==> src/rqd_pkg.sv <==
// ---------------------------------------------------------------------------
// rqd_pkg
// Shared widths, pipeline depth, context type and helpers for the range
// quantize/dequantize unit.
// ---------------------------------------------------------------------------
package rqd_pkg;

    localparam int LANE_COUNT = 4;
    localparam int DATA_W     = 32;
    localparam int SPAN_W     = DATA_W + 1;
    localparam int CODE_W     = 16;
    localparam int NUM_W      = SPAN_W + CODE_W;
    localparam int BACK_W     = DATA_W;
    localparam int FOLD_N     = 8;
    localparam int CFG_IDX_W  = 4;
    // input, code divide, round, multiply, step-count fold, round, flush
    localparam int LANE_LAT   = 1 + CODE_W + 1 + 1 + FOLD_N + 1 + 1;

    localparam logic [CFG_IDX_W-1:0] CFG_LOW_BASE  = CFG_IDX_W'(0);
    localparam logic [CFG_IDX_W-1:0] CFG_HIGH_BASE = CFG_IDX_W'(LANE_COUNT);
    localparam logic [CFG_IDX_W-1:0] CFG_END       = CFG_IDX_W'(2 * LANE_COUNT);

    localparam logic [DATA_W-1:0] LOW_RESET  = DATA_W'(0);
    localparam logic [DATA_W-1:0] HIGH_RESET = DATA_W'(65536);

    localparam logic [CODE_W-1:0] STEPS_8BIT  = CODE_W'(255);
    localparam logic [CODE_W-1:0] STEPS_16BIT = CODE_W'(65535);

    // per-item context carried down each lane
    typedef struct packed {
        logic signed [DATA_W-1:0] lo;
        logic [SPAN_W-1:0]        span;
        logic                     sel;
        logic                     deg;
    } rqd_ctx_t;

    typedef logic [DATA_W-1:0] rqd_word_t;

    function automatic logic [CODE_W-1:0] steps_of(input logic sel);
        steps_of = sel ? STEPS_16BIT : STEPS_8BIT;
    endfunction

    // x * steps as shift and subtract (steps is 2^k - 1)
    function automatic logic [NUM_W-1:0] mul_steps(input logic [SPAN_W-1:0] x,
                                                   input logic sel);
        logic [NUM_W-1:0] xe;
        xe = NUM_W'(x);
        mul_steps = sel ? ((xe << 16) - xe) : ((xe << 8) - xe);
    endfunction

endpackage

==> src/rqd_merge.sv <==
// ---------------------------------------------------------------------------
// rqd_merge
// Joins the lanes: tracks item valid down the shared pipeline, presents
// the lane results as one output transfer and stalls all lanes together.
// ---------------------------------------------------------------------------
module rqd_merge
    import rqd_pkg::*;
(
    input  logic      clk,
    input  logic      rst_n,
    input  logic      in_valid,
    output logic      in_ready,
    output logic      out_valid,
    input  logic      out_ready,
    output logic      adv,
    input  rqd_word_t lane_result [LANE_COUNT],
    output rqd_word_t merged      [LANE_COUNT]
);

    logic [LANE_LAT-1:0] valid_reg;
    logic [LANE_LAT-1:0] valid_next;

    // whole pipeline moves unless the last stage holds an untaken result
    assign adv = !valid_reg[LANE_LAT-1] || out_ready;

    always_comb
    begin
        valid_next = {valid_reg[LANE_LAT-2:0], in_valid};
    end

    always_ff @(posedge clk or negedge rst_n)
    begin
        if (!rst_n)
        begin
            valid_reg <= '0;
        end
        else if (adv)
        begin
            valid_reg <= valid_next;
        end
    end

    for (genvar l = 0; l < LANE_COUNT; l++)
    begin : g_out
        assign merged[l] = lane_result[l];
    end

    assign in_ready  = adv;
    assign out_valid = valid_reg[LANE_LAT-1];

endmodule

==> config.mk <==
export PLATFORM = sky130hd
export DESIGN_NAME = rqd_merge
export DESIGN_NICKNAME = d
export VERILOG_FILES = /design/src/rqd_pkg.sv /design/src/rqd_merge.sv
export SDC_FILE = /design/constraint.sdc
export NUM_CORES = 1
export LEC_CHECK = 0
export BUFFER_PORTS_ARGS = -buffer_cell sky130_fd_sc_hd__clkbuf_2
export CORE_AREA = 4 4 99 101
export DETAILED_ROUTE_END_ITERATION = 10
export DIE_AREA = 0 0 103 105
export PLACE_DENSITY = 0.62
export SLEW_MARGIN = 20
export SYNTH_ARGS = -nofsm -noshare
export SYNTH_HDL_FRONTEND = slang
export SYNTH_SLANG_ARGS = --single-unit
==> constraint.sdc <==
create_clock -name clk -period 1.5 [get_ports clk]
set_clock_uncertainty 0.1 [all_clocks]
set_input_delay 0.375 -clock clk [delete_from_list [all_inputs] [get_ports clk]]
set_output_delay 0.375 -clock clk [all_outputs]
set_load 0.03 [all_outputs]
# After elaboration in Yosys (flattened, before gate mapping)
# Index checks and enable logic that the tools add are counted.
# totals
regBits	29
input_bits	132
# op_classes
reduce_logical	2
# ops
op	n
logical NOT 1 bit	1
logical OR 1 bit	1

# Longest topological paths before layout
# Gate-level depths: netlist of run 1.
# depth
word_depth	2
mapped_depth	3
ltp_nobuf	2

# Worst setup path after synthesis of run 1
# Ideal clock, no wire load.
# synth_path
kind	register to output
start	register valid_reg[28]
end	output in_ready
path_stages_with_launch	4
n_path_buf	2
arrival_ns	1.014
slack_ns	0.011
cell_sequence	dfrtp_1 > nand2b_4 > buf_6 > buf_4
# synth_via
elab_chain_len	2
# synth_rtl
item	line_no	source
start: declaration	rqd_merge.sv:20	logic [LANE_LAT-1:0] valid_reg;
start signal: assignment	rqd_merge.sv:39	valid_reg <= valid_next;
logical NOT 1 bit	rqd_merge.sv:24	assign adv = !valid_reg[LANE_LAT-1] || out_ready;
logical OR 1 bit	rqd_merge.sv:24	
end: declaration	rqd_merge.sv:12	output logic in_ready,
# No other way between the ends.

# Worst setup path in the final report of run 1
# Ends and elaborated chain as after synthesis.

==> results by group, run 1 <==
Setup path
  • Cell family with most CP delay: flip-flops
  • Kind of end point of the critical path: output port
  • Max FO, Critical Path: 3
  • Critical Path AT: 0.97 ns
  • Worst Path Required: 1.02 ns
  • Critical path buffer and inverter count: 1
  • Worst-path cell chain: nand2b_4, clkbuf_8
  • CP Class: flip-flop to output port
  • Slowest-stage cell, CP: dfrtp_1
  • CP max stage delay: 0.42 ns
  • Startpoint Class: flip-flop

Placed design
  • GP Congestion: 0.6515
  • Placed cell areas: 1390 sq um
  • Post-DP HPWL: 2530 microns
  • Port bufs: 6
  • Pre-CTS WS: 0.1410 ns

Yosys
  • Post-Syn Nets: 323
  • Synth Register Bits: 29
  • Area leader, netlist: buf_4
  • Seq/Total Area, Yosys: 0.3347
  • Synth top cells by count: buf_4 (129), dfrtp_1 (29), mux2_4 (28)
  • Most common cell in the netlist: buf_4
  • Syn avg cell area: 11.35 sq um
  • Share of synthesized flip-flops with an asynchronous set or reset: 1.000
  • Post-synth top flop: dfrtp_1
  • Synth warnings: 0
  • Mapped Area: 2168 sq um
  • Netlist cell types: 6
  • Synth area leaders: buf_4 (45%), dfrtp_1 (33%), mux2_4 (19%)
  • Syn Inst Count: 191
  • Area fraction of the dominant cell type after synthesis: 0.4466
  • EDFF count, synth: 0

Timing
  • Achievable clock frequency: 691.4 MHz
  • Setup ws final: 0.05364 ns
  • Worst slew pin tran: 0.3812 ns
  • RSZ-0062 raised after global routing: yes
  • Hold Violations, Final: 0
  • Relative slew margins: 0.7459
  • Hold slack: 0.2262 ns
  • Slew Viols, Final: 0
  • Period utilization: 0.9642
  • Final setup viols: 0
  • Min Tclk post-route: 1.446 ns

CTS
  • Total CTS buffers: 5
  • CTS max path bufs: 2
  • CTS tree: built
  • CTS Sinks: 29
  • H-tree depth: 2
  • Clock root buffer: clkbuf_8
  • Clk_lat worst skew: 0.28 ns
  • Reg clk slew, reported paths: 0.07 ns

Power
  • Power Dens Cells: 2240 nW/um^2
  • Maximum vdd drop: 0.4366 mV
  • Leakage: 0.7282 nW

Layout
  • P&R area growth vs syn: -28.10%
  • Number of fill cells: 975
  • Reg area: 725.7 sq um
  • Net total in the final layout: 210
  • Multi-input gate area: 440.4 sq um
  • Post-route cell area: 1559 sq um
  • Antenna cells: 0
  • Share of cells above drive strength 1: 0.6076
  • Max FFs per register: 29

Routing
  • Vias: 685
  • Vias per cell: 3.605
  • WL/cell: 17.89 microns
  • DRC Markers: 0
  • DR iter-0 viols: 11
  • Router iterations before antenna repair: 3
  • Antenna-violating nets left: 0
  • Routed WL: 3399 microns

Job
  • Max cap viols: 0

GRT
  • Gr usage total: 0.06074
  • Vias in the first global route: 734
  • First-pass GRT wire length: 4712 microns
  • Initial antenna violation count: 0
  • GRT Residual Overflow: 0
  • Largest net degree at the start of global routing: 17

Floorplan
  • Core area: 9021 sq um
  • Die Ht: 105 microns
  • DIE AREA: 10820 sq um
  • Starting Density: 0.2404
  • Die X: 103 microns
  • Io pins: 263
  • Cell row count: 35

Status
  • Run status: finished, final reports clean

Worst hold path
  • Min-delay worst type: input pin to flip-flop
## final timing paths
path | start | endpoint | slack, ns | cells after the start
min in group asynchronous | rst_n | valid_reg[23] | 0.45 | 2
min reg2reg | valid_reg[27] | valid_reg[28] | 0.39 | 1
min | in_valid | valid_reg[0] | 0.23 | 2
max in group asynchronous | rst_n | valid_reg[10] | 0.44 | 3
max | valid_reg[28] | in_ready | 0.05 | 2
max reg2reg | valid_reg[28] | valid_reg[10] | 0.10 | 4
## cells in the final DEF (no fill, tap or decap)
cell type and count:
clkbuf_2 4, buf_12 2, bufinv_16 2, nand2b_4 1
nand2b_1 1, dlygate4sd3_1 1, mux2_4 28, dfrtp_1 29
clkinv_2 1, clkbuf_8 7, buf_4 3
## cells by family (layout without fill, tap and decap cells)
kind of cell / count (synthesis) / in the layout / share of synthesized area
buffers and inverters: 132 / 20 / 0.4622
flip-flops: 29 / 29 / 0.3347
multiplexers: 28 / 28 / 0.1939
AND/OR/NAND/NOR: 2 / 2 / 0.009233
## metrics by stage
| stage | setup TNS (ns) | power [mW] | instances | utilization |
|---|---|---|---|---|
| global placement | 0 | 2.494 | 180 | 0.1541 |
| CTS | 0 | 3.538 | 190 | 0.1728 |
| global route | -0.006979 | 3.685 | 190 | 0.1728 |
| detailed placement | 0 | 2.505 | 180 | 0.1541 |
| finish | 0 | 3.493 | 190 | 0.1728 |
| floorplan | 0 | 2.960 | 191 | - |
## timing repair
action,in CTS,in global routing
buffers inserted,1,0
endpoints found under the setup margin,2,2
hold endpoints to repair,13,0
resized for setup,4,0
hold buffers,1,0
## layer usage
metal  GRT usage  routed length (microns)  share of wire
met1     0.04810                      905           0.27
met5           0                        0              0
met3     0.05407                      597           0.18
met4     0.06383                      303          0.089
met2     0.08341                     1592           0.47
## layout make-up
type / instances / area share
flip-flops and latches: 29 / 0.4655
clock inverters: 3 / 0.04173
clock buffers: 5 / 0.04414
well taps: 111 / 0.08908
multi-input cells: 30 / 0.2825
repair buffers: 12 / 0.07705
## power breakdown
part | switching (mW) | internal [mW] | leakage [nW] | total, mW
registers | 0.233 | 1.19 | 0.337 | 1.42
logic | 0.326 | 0.790 | 0.323 | 1.12
clock network | 0.299 | 0.659 | 0.0681 | 0.958
total | 0.858 | 2.63 | 0.728 | 3.49
Note: power is estimated with default switching activity, not from simulation.
==> run 2, diff against run 1 <==
ABC_AREA = 1   (was unset)
PLACE_DENSITY = 0.61   (was 0.62)
SETUP_SLACK_MARGIN = 0.05   (was unset)
==> run 2 against run 1 <==
Net effect:
- combinational power is 36% lower
- final cell count up 32%
- highest routed layer unchanged
- die area did not move
- register-to-register slack improved by 0.20 ns
- critical path type unchanged
- maximum frequency is 2.6% higher
- synthesized cell count increased by 34%
- critical endpoint is now adv
- global-route usage up 3.2 points
- cell area down 7.7%
- sequential power is 6% lower
==> results by group, run 2 <==
Status
  • Run status: finished, final reports clean

CTS
  • Total CTS buffers: 5 (unchanged)
  • CTS max path bufs: 2 (unchanged)
  • Clock root buffer: clkbuf_8
  • Reg clk slew, reported paths: 0.06 ns (about the same)
  • CTS tree: built
  • CTS Sinks: 29 (unchanged)
  • H-tree depth: 2 (unchanged)
  • Clk_lat worst skew: 0.28 ns (about the same)

Layout
  • Net total in the final layout: 271 (+29%)
  • Most frequent cells in the layout: nand2_1 (57), nand3_1 (28), dfrtp_1 (28)
  • Commonest non-fill, non-tap cell in the layout: nand2_1
  • P&R area growth vs syn: -32.98%
  • Layout Utilization: 0.1595 (-0.01331)
  • Share of cells above drive strength 1: 0.1571 (-0.4505)
  • Antenna cells: 0 (unchanged)
  • Max FFs per register: 29 (unchanged)

Routing
  • DRC Markers: 0 (unchanged)
  • DR iter-0 viols: 51 (+40)
  • Antenna-violating nets left: 0 (unchanged)
  • Vias: 1025 (+50%)
  • Router iterations before antenna repair: 4 (+1)
  • Vias per cell: 4.084 (+13%)
  • WL/cell: 21.53 microns (+20%)
  • Routed WL: 5403 microns (+59%)

Yosys
  • Netlist cell types: 8 (+2)
  • Synth Area in Compound Gates: 0 (unchanged)
  • Seq/Total Area, Yosys: 0.3380 (+0.003316)
  • Post-Synth Adder-Cell Area: 0 (unchanged)
  • Post-synthesis mux area share: 0 (-0.1939)
  • Xor-xnor portion of the synthesized cell area: 0 (unchanged)
  • Most common cell in the netlist: buf_4
  • Post-synth top flop: dfrtp_1
  • EDFF count, synth: 0 (unchanged)
  • Area leader, netlist: buf_4
  • Main combinational cell family by area after synthesis: buffers and inverters
  • Syn avg cell area: 8.420 sq um (-26%)
  • Post-Syn Nets: 387 (+20%)
  • Area fraction of the dominant cell type after synthesis: 0.4580 (+0.01142)
  • Share of synthesized flip-flops with an asynchronous set or reset: 1.000 (unchanged)
  • Synth area leaders: buf_4 (46%), dfrtp_1 (34%), nand2_1 (10%)
  • Post-synthesis simple-gate area fraction: 0.1667 (+0.1574)
  • Synth Register Bits: 29 (unchanged)
  • Synth top cells by count: buf_4 (131), nand2_1 (58), dfrtp_1 (29)
  • Synth warnings: 0 (unchanged)
  • Syn Inst Count: 255 (+34%)
  • Mapped Area: 2147 sq um (-0.98%)

Setup path
  • Critical Path AT: 0.94 ns (-0.03 ns)
  • Max FO, Critical Path: 4 (+1)
  • CP Class: flip-flop to output port
  • Startpoint Class: flip-flop
  • Kind of end point of the critical path: output port
  • Worst Path Required: 1.02 ns (about the same)

GRT
  • First-pass GRT wire length: 7169 microns (+52%)
  • Met3 usage: 0.1021 (+0.04806)
  • GR met1 Demand/Resource: 0.09344 (+0.04534)
  • Vias in the first global route: 1060 (+44%)
  • Largest net degree at the start of global routing: 29 (+12)
  • Gr usage total: 0.09302 (+0.03229)
  • Busiest grt layer: met2
  • Grt met2 use: 0.1247 (+0.04125)
  • Initial antenna violation count: 0 (unchanged)
  • GRT Residual Overflow: 0 (unchanged)

Power
  • Leakage: 0.7385 nW (+1.4%)
  • Maximum vdd drop: 0.8880 mV (+100%)
  • Power, Total: 2.644 mW (-24%)
  • Power Dens Cells: 1837 nW/um^2 (-18%)

Timing
  • Min Tclk post-route: 1.410 ns (-0.03602 ns)
  • Hold Violations, Final: 0 (unchanged)
  • Relative slew margins: 0.7306 (-0.01525)
  • Setup ws final: 0.08966 ns (+0.03602 ns)
  • Achievable clock frequency: 709.1 MHz (+2.6%)
  • Fin Setup TNS: 0 ns (unchanged)
  • Period utilization: 0.9402 (-0.02401)
  • RSZ-0062 raised after global routing: no
  • Worst slew pin tran: 0.4041 ns (+0.02288 ns)
  • Final setup viols: 0 (unchanged)
  • Slew Viols, Final: 0 (unchanged)

Floorplan
  • Io pins: 263 (unchanged)
  • Die Ht: 105 microns (unchanged)
  • DIE AREA: 10820 sq um (unchanged)
  • Core area: 9021 sq um (unchanged)
  • Die X: 103 microns (unchanged)
  • Starting Density: 0.2380 (-0.002358)
  • Cell row count: 35 (unchanged)

Placed design
  • Port bufs: 6 (unchanged)
  • Post-DP HPWL: 4298 microns (+70%)
  • Pre-CTS WS: 0.1925 ns (+0.05147 ns)
  • GP Congestion: 0.6778 (+4.0%)

Job
  • Max cap viols: 0 (unchanged)

Worst hold path
  • Min-delay worst type: input pin to flip-flop
==> run 2: cell count changes after synthesis, sizes merged <==
cell / before / now
nand2: 0 / 58
nand3: 0 / 28
mux2: 28 / 0
inv: 0 / 2
nand2b: 2 / 0
buf: 132 / 138
==> run 2: area by class of cell <==
cell class / instances / area [sq um]
multi-input combinational: 86 / 365.4
sequential: 29 / 726.9
fill: 1034 / 7582
inverter: 2 / 7.507
timing repair buffer: 15 / 120.1
clock buffer: 8 / 80.08
tap: 111 / 138.9
==> run 2: layer usage <==
metal / wire length (microns) / share of wire / vias up
met5: 0 / 0 / -
met4: 112 / 0.021 / 0
met3: 1376 / 0.25 / 18
met2: 2297 / 0.43 / 133
met1: 1616 / 0.30 / 451
li1: - / - / 423
==> run 2: cells by family after synthesis <==
kind of cell | after synthesis
buffers and inverters | 140
and+or+nand+nor | 86
DFF | 29
==> run 2: repair_timing <==
action / CTS / global route
hold buffers: 1 / 0
endpoints found under the setup margin: 2 / 2
gates resized for setup: 6 / 2
pin swaps: 0 / 1
hold endpoints to repair: 14 / 0
buffers inserted: 0 / 1
==> run 2: metrics by stage <==
step           cells  area [sq um]  hold WS, ns
2_1_floorplan    255          2148     -0.02059
3_3_place_gp     241          1314       0.2105
3_5_place_dp     241          1314       0.2210
4_1_cts          250          1429       0.1894
5_1_grt          251          1439       0.2100
6_report         251          1439       0.2001
==> run 2: path summary, 6_finish.rpt <==
| path | slack, ns | endpoint | startpoint | cells after the start |
|---|---|---|---|---|
| max in group asynchronous | 0.37 | valid_reg[8] | rst_n | 3 |
| min | 0.20 | valid_reg[0] | in_valid | 3 |
| min reg2reg | 0.37 | valid_reg[23] | valid_reg[22] | 2 |
| min in group asynchronous | 0.45 | valid_reg[15] | rst_n | 2 |
| max reg2reg | 0.30 | valid_reg[27] | valid_reg[28] | 5 |
| max | 0.09 | adv | valid_reg[28] | 2 |
==> run 2: worst max-delay path, stage by stage, from the launching register on <==
cell     delay [ns]
dfrtp_2        0.43
nand2_4        0.10
buf_8          0.13
==> run 2: report_power, final <==
group	total [mW]	switching, mW	internal (mW)
clock	0.598	0.270	0.328
combinational	0.715	0.437	0.278
sequential	1.33	0.193	1.14
